===== config.mk =====
export PLATFORM = sky130hd
export DESIGN_NAME = gbs_iou_pipe
export DESIGN_NICKNAME = d
export VERILOG_FILES = /design/src/hdl/gbs_pkg.sv /design/src/hdl/gbs_iou_pipe.sv
export SDC_FILE = /design/constraint.sdc
export NUM_CORES = 2
export LEC_CHECK = 0
export BUFFER_PORTS_ARGS = -buffer_cell sky130_fd_sc_hd__buf_2
export CAP_MARGIN = 20
export CORE_MARGIN = 4
export CORE_UTILIZATION = 50
export DETAILED_ROUTE_END_ITERATION = 8
export PLACE_DENSITY = 0.66
export SYNTH_ARGS = -nofsm -noshare
export SYNTH_HDL_FRONTEND = slang
export SYNTH_SLANG_ARGS = --single-unit
export TNS_END_PERCENT = 50

===== constraint.sdc =====
create_clock -name i_clk -period 10 [get_ports i_clk]
set_clock_uncertainty 0.1 [all_clocks]
set_input_delay 1 -clock i_clk [delete_from_list [all_inputs] [get_ports i_clk]]
set_output_delay 1 -clock i_clk [all_outputs]
set_load 0.01 [all_outputs]

===== src/hdl/gbs_pkg.sv =====
`timescale 1ns / 1ps
// ----------------------------------------------------------------------------
// gbs_pkg
// Shared widths, constants and types for the greedy box suppression unit.
// ----------------------------------------------------------------------------
package gbs_pkg;

    localparam int MAX_BOXES_DEF = 128;

    localparam int COORD_W = 16;   // signed Q11.4 edge
    localparam int SIZE_W  = 15;   // unsigned Q11.4 extent
    localparam int THR_W   = 11;   // Q1.10 IoU limit
    localparam int RANK_W  = 7;
    localparam int TOTAL_W = 8;
    localparam int POS_W   = 8;

    localparam int AREA_W  = 2 * SIZE_W;           // 30 bits
    localparam int UNION_W = AREA_W + 1;           // 31 bits
    localparam int PROD_W  = THR_W + UNION_W;      // 42 bits
    localparam int FRAC_W  = 10;                   // inter * 1024

    localparam logic [THR_W-1:0]   THR_RESET = THR_W'(410);
    localparam logic [RANK_W-1:0]  RANK_MAX  = '1;
    localparam logic [POS_W-1:0]   POS_MAX   = '1;
    localparam logic [TOTAL_W-1:0] TOTAL_MAX = '1;

    typedef struct packed {
        logic signed [COORD_W-1:0] left;
        logic signed [COORD_W-1:0] top;
        logic [SIZE_W-1:0]         width;
        logic [SIZE_W-1:0]         height;
    } t_box;

    typedef struct packed {
        logic busy;   // compares still in flight
        logic hit;    // a kept box suppresses the current one
    } t_pipe_status;

endpackage


===== src/hdl/gbs_iou_pipe.sv =====
`timescale 1ns / 1ps
// ----------------------------------------------------------------------------
// gbs_iou_pipe
// Pipelined overlap test of the current box against one kept box per cycle.
// ----------------------------------------------------------------------------
module gbs_iou_pipe (
    input  logic                       i_clk,
    input  logic                       i_rst_n,
    input  logic                       i_issue,     // read issued this cycle
    input  gbs_pkg::t_box              i_cur,
    input  gbs_pkg::t_box              i_kept,      // store data, in the cycle after issue
    input  logic [gbs_pkg::THR_W-1:0]  i_thr,
    output gbs_pkg::t_pipe_status      o_status
);
    import gbs_pkg::*;

    logic                 r_v0, r_v1, r_v2, r_v3, r_v4;
    logic [AREA_W-1:0]    r_area_a;
    logic [SIZE_W-1:0]    r_ix, r_iy;
    logic [AREA_W-1:0]    r_area_b1, r_area_b2;
    logic [AREA_W-1:0]    r_inter2, r_inter3, r_inter4;
    logic [UNION_W-1:0]   r_union;
    logic [PROD_W-1:0]    r_prod;

    logic [SIZE_W-1:0]    n_ix, n_iy;

    // overlap of [a0, a0+alen) and [b0, b0+blen), clamped at zero
    function automatic logic [SIZE_W-1:0] span(
        input logic signed [COORD_W-1:0] a0,
        input logic [SIZE_W-1:0]         alen,
        input logic signed [COORD_W-1:0] b0,
        input logic [SIZE_W-1:0]         blen
    );
        logic signed [COORD_W-1:0] lo;
        logic signed [COORD_W:0]   ae, be, hi;
        logic signed [COORD_W+1:0] d;
        lo = (a0 > b0) ? a0 : b0;
        ae = {a0[COORD_W-1], a0} + {2'b00, alen};
        be = {b0[COORD_W-1], b0} + {2'b00, blen};
        hi = (ae < be) ? ae : be;
        d  = {hi[COORD_W], hi} - {{2{lo[COORD_W-1]}}, lo};
        // a positive overlap never exceeds either extent
        return (!d[COORD_W+1] && (d != '0)) ? d[SIZE_W-1:0] : '0;
    endfunction

    always_comb begin
        n_ix = span(i_cur.left, i_cur.width, i_kept.left, i_kept.width);
        n_iy = span(i_cur.top, i_cur.height, i_kept.top, i_kept.height);
    end

    always_ff @(posedge i_clk) begin
        if (!i_rst_n) begin
            r_v0 <= 1'b0;
            r_v1 <= 1'b0;
            r_v2 <= 1'b0;
            r_v3 <= 1'b0;
            r_v4 <= 1'b0;
        end else begin
            r_v0 <= i_issue;
            r_v1 <= r_v0;
            r_v2 <= r_v1;
            r_v3 <= r_v2;
            r_v4 <= r_v3;
        end
    end

    always_ff @(posedge i_clk) begin
        // current box is stable for the whole scan
        r_area_a  <= i_cur.width * i_cur.height;
        // stage 1: spans and kept area
        r_ix      <= n_ix;
        r_iy      <= n_iy;
        r_area_b1 <= i_kept.width * i_kept.height;
        // stage 2: intersection
        r_inter2  <= r_ix * r_iy;
        r_area_b2 <= r_area_b1;
        // stage 3: union
        r_union   <= {1'b0, r_area_a} + {1'b0, r_area_b2} - {1'b0, r_inter2};
        r_inter3  <= r_inter2;
        // stage 4: threshold * union
        r_prod    <= i_thr * r_union;
        r_inter4  <= r_inter3;
    end

    assign o_status.busy = r_v0 | r_v1 | r_v2 | r_v3 | r_v4;
    assign o_status.hit  = r_v4 &&
        ({{(PROD_W-AREA_W-FRAC_W){1'b0}}, r_inter4, {FRAC_W{1'b0}}} > r_prod);

endmodule


Word-level counts from Yosys, hierarchy flattened:

Index checks and enable logic that the tools add are counted.
W data, S select, Z words.

* bits in registers: 288
* input port bits: 138
* output and inout port bits: 2
* logic and storage cells: 47

* $add $sub $neg: 8
* multipliers: 4
* order comparisons: 5
* multiplexer cells: 4
* bitwise operators: 4
* reduce and logical (&&, ||, !) cells: 7

Operators by type and width (number)
* $mul A15 B15 Y30: 3
* $add A16 B16 Y17: 4
* $gt A40 B42 Y1: 1
* $mul A11 B31 Y42: 1
* $reduce_bool A18 Y1: 2
* $sub A17 B16 Y18: 2
* $lt A17 B17 Y1: 2
* $mux W17: 2
* $gt A16 B16 Y1: 2
* $mux W16: 2
* $add A30 B30 Y31: 1
* $sub A31 B30 Y31: 1
* $or A1 B1 Y1: 4
* $logic_and A1 B1 Y1: 3
* $logic_not A1 Y1: 2

Logic depth before layout (Yosys ltp):

* word-level depth: 6
* depth in mapped cells: 33
* mapped depth without buffers: 31

Least setup slack after synthesis:

Ideal clock, no wire load.

* path type: input to register
* start point: input i_kept[0] (netlist name)
* end point: register r_iy[11]
* setup time: 0.115 ns
* arrival time: 7.080 ns
* required time: 9.785 ns
* setup slack: 2.705 ns
* stages on the path: 32
* path buffers: 2
* cell sequence: ha_1 fa_1 a211oi_1 nor2_1 o21a_1 nor2_1 o21bai_1 a21oi_1 xnor2_1 inv_1 ha_1 o21ai_0 o31ai_1 a31oi_1 maj3_2 o21a_1 mux2i_4 buf_6 mux2i_1 ha_1 inv_1 fa_1 a211oi_1 o21ai_1 a21o_1 o21a_1 a2111oi_2 nand4_1 o41ai_1 a21oi_1 buf_2 and2_1

* longest elaborated chain between the ends: 6
* elaborated cells between the ends (all ways): 7
* those cells by class: add/sub: 2; order compare: 1; mux: 1; reduce/logical: 3

RTL lines
* start: declaration: line gbs_iou_pipe.sv:11 `input gbs_pkg::t_box i_kept,`
* $add A16 B16 Y17 *: line gbs_iou_pipe.sv:39 `be = {b0[COORD_W-1], b0} + {2'b00, blen};`
* $lt A17 B17 Y1: line gbs_iou_pipe.sv:40 `hi = (ae < be) ? ae : be;`
* $mux W17 *: line gbs_iou_pipe.sv:40
* $sub A17 B16 Y18 *: line gbs_iou_pipe.sv:41 `d = {hi[COORD_W], hi} - {{2{lo[COORD_W-1]}}, lo};`
* $reduce_bool A18 Y1 / $logic_not A1 Y1 (equally long branches): line gbs_iou_pipe.sv:43 `return (!d[COORD_W+1] && (d != '0)) ? d[SIZE_W-1:0] : '0;`
* $logic_and A1 B1 Y1: line gbs_iou_pipe.sv:43
* end signal: assignment: line gbs_iou_pipe.sv:72 `r_iy <= n_iy;`
* end: declaration: line gbs_iou_pipe.sv:19 `logic [SIZE_W-1:0] r_ix, r_iy;`

Every way passes the cells marked *; elsewhere a longest branch is shown, timed or not.
A chain may end at the register's enable or synchronous reset.

Worst setup path in the final report:

* start point: input i_kept[1] (netlist name)
* end point: register r_iy[5]

The elaborated chain is that of the path after synthesis.

==> impl_metrics.json <==
{
  "htreeDepth": 1,
  "netlist_instances": 5183,
  "die_area_mm2": 0.09915,
  "clock_latency_ps": 580,
  "worstPathArrival_ps": 8320,
  "cts_root_buf": "clkbuf_16",
  "status": "complete, no violations",
  "wl_um": 115900,
  "synth-main-ff-cell": "dfxtp_1",
  "cts_tree": "built",
  "setup-tns-final_ps": 0,
  "fin_crit_sh_pct": 79.66,
  "vias_per_cell": 5.342,
  "dr.first_iter.drc_count": 1815,
  "synth_edf_count": 0,
  "yosysSeqAreaShare_pct": 12.24,
  "yosys.area_share.adder_pct": 49.32,
  "dr.pass1.iters": 6,
  "dpl_worst_slack_ps": 1512,
  "postCtsResizedCells": 0,
  "rsz0062_at_grt": "no",
  "worst_pin_slew_ps": 941.8,
  "setup_slack_ps": 2034,
  "drc_errors": 0,
  "synthMuxAreaShare_pct": 1.289,
  "cpMaxStageDelayCell": "o31ai_1",
  "drv_slew": 0,
  "endpoint_kind": "flip-flop",
  "yosysMostFrequentCell": "inv_1",
  "path_class": "in -> reg",
  "numCtsBuffers": 30,
  "yosys_register_bits": 288,
  "yosysWarnings": 0,
  "grt_max_degree": 32,
  "avgRoutedWirePerCell_um": 17.92,
  "grt_antenna_before_repair": 2,
  "stdcell_area_mm2": 0.04980,
  "hp-class": "reg -> reg",
  "core-area_mm2": 0.09333,
  "die_x_um": 314.9,
  "start_util_pct": 50.45,
  "worstPathMaxFanout": 17,
  "synth_xor_area_share_pct": 3.850,
  "grt_usage_pct": 24.03,
  "area_growth_pct": 5.750,
  "gr-total-overflow": 0,
  "synth_top_area_share_pct": 33.88,
  "grt_pass1_wl_um": 191600,
  "synth_nets": 6697,
  "antenna_left": 0,
  "drv_cap": 0,
  "synth.cell_area_mm2": 0.04709,
  "gp_congestion": 0.9147,
  "postCtsSetupBuffers": 0,
  "holdWs_ps": 222.0,
  "ys_top_cells_by_area": "fa_1 (34%), ha_1 (15%), dfxtp_1 (12%)",
  "synthArstFlopShare_pct": 0,
  "drive_gt1_share_pct": 4.430,
  "cts_buffer_depth": 3,
  "synth_compound_area_share_pct": 9.228,
  "floorplan.die.height_um": 314.9,
  "synth_top_family_by_area": "adder cells",
  "slew-limit-headroom_pct": 37.13,
  "nets": 6705,
  "grt_pass1_vias": 36160,
  "dp_hpwl_um": 95890,
  "dr_total_vias": 34560,
  "cts-hold-fix-buffers": 0,
  "layout_min_cycle_time_ps": 7966,
  "yosysTopAreaCell": "fa_1",
  "hold_viol": 0,
  "synthSimpleGateAreaFrac_pct": 15.37,
  "synthTopCellsByCount": "inv_1 (917), fa_1 (797), nand2_1 (709)",
  "critical_path_required_ps": 10350,
  "ios": 140,
  "dpl_cell_area_mm2": 0.04875,
  "cpPeakStageDelay_ps": 470,
  "fp-row-count": 112,
  "cts.sinks": 288,
  "ys_types": 80,
  "path_clk_slew_ps": 60,
  "critPathLaunchType": "input pin",
  "io_buffers": 139,
  "synth.avg_cell_area_um2": 9.085,
  "setup_violations": 0,
  "clock.fmax_ghz": 0.1255,
  "crit_top_cell": "ha_1"
}
stage by stage:
stage          instances  utilization (%)
6_report            6470            53.36
5_1_grt             6468            53.35
4_1_cts             6467            53.34
3_5_place_dp        6412            52.23
3_3_place_gp        6412            52.23
2_1_floorplan       5183                -
worst paths after layout:
kind                 from            to  slack [ps]  cells past startpoint
max             i_kept[1]       r_iy[5]        2030                     30
min          r_inter3[24]  r_inter4[24]         220                      0
max reg2reg       r_ix[9]  r_inter2[29]        2930                     19
min reg2reg  r_inter3[24]  r_inter4[24]         220                      0
metal layers:
metal,GRT usage (%),share of wire [%],vias to the layer above
li1,-,-,16370
met1,31.87,43,17160
met2,41.71,48,847
met3,2.827,5.2,182
met4,6.672,3.1,0
met5,0,0,-
worst max-delay path, delay by kind of cell:
family / cells / cell delay [ps]
AO/OA/AOI/OAI: 16 / 3830
XOR/XNOR: 1 / 160
adder cells (fa/ha/maj): 5 / 1580
buffers and inverters: 3 / 490
multiplexers: 2 / 690
AND/OR/NAND/NOR: 3 / 550
layout by cell type (no fill, tap or decap), drive strengths merged, types with 29 or more instances in the layout:
cell,instances
fa,797
xor2,53
buf,146
nand3,48
a21o,91
o21a,43
nor2b,35
nor2,140
ha,579
a21oi,196
o21ai,117
dfxtp,288
and2,403
a211oi,29
nand2,709
clkbuf,40
mux2i,47
xnor2,154
inv,919
nor3,38
o21bai,32
sequential cells by signal, indices dropped and copies added, names as in the netlist, 15 cells and up:
register,flops
r_area_a,30
r_area_b1,30
r_area_b2,30
r_inter2,30
r_inter3,30
r_inter4,30
r_ix,15
r_iy,15
r_prod,42
r_union,31
cells by family (layout without fill, tap and decap cells):
kind of cell             Yosys count  after routing
AND/OR/NAND/NOR                 1504           1504
adder cells (fa/ha/maj)         1378           1378
buffers and inverters           1087           1118
AO/OA/AOI/OAI                    661            661
flip-flops                       288            288
XOR/XNOR                         207            207
multiplexers                      58             58
other                              0              2
layout make-up:
type | instances | area (um^2)
Inverter | 917 | 3442
Clock buffer | 40 | 858.3
Tap cell | 1254 | 1569
Multi-Input combinational cell | 3808 | 37230
Antenna cell | 2 | 5.005
Fill cell | 8701 | 43530
Timing Repair Buffer | 146 | 748.2
Clock inverter | 15 | 177.7
Sequential cell | 288 | 5766
Power is left out: the tool's default activity adds up to more than one toggle a clock period on the data nets, which glitch-free logic cannot reach.
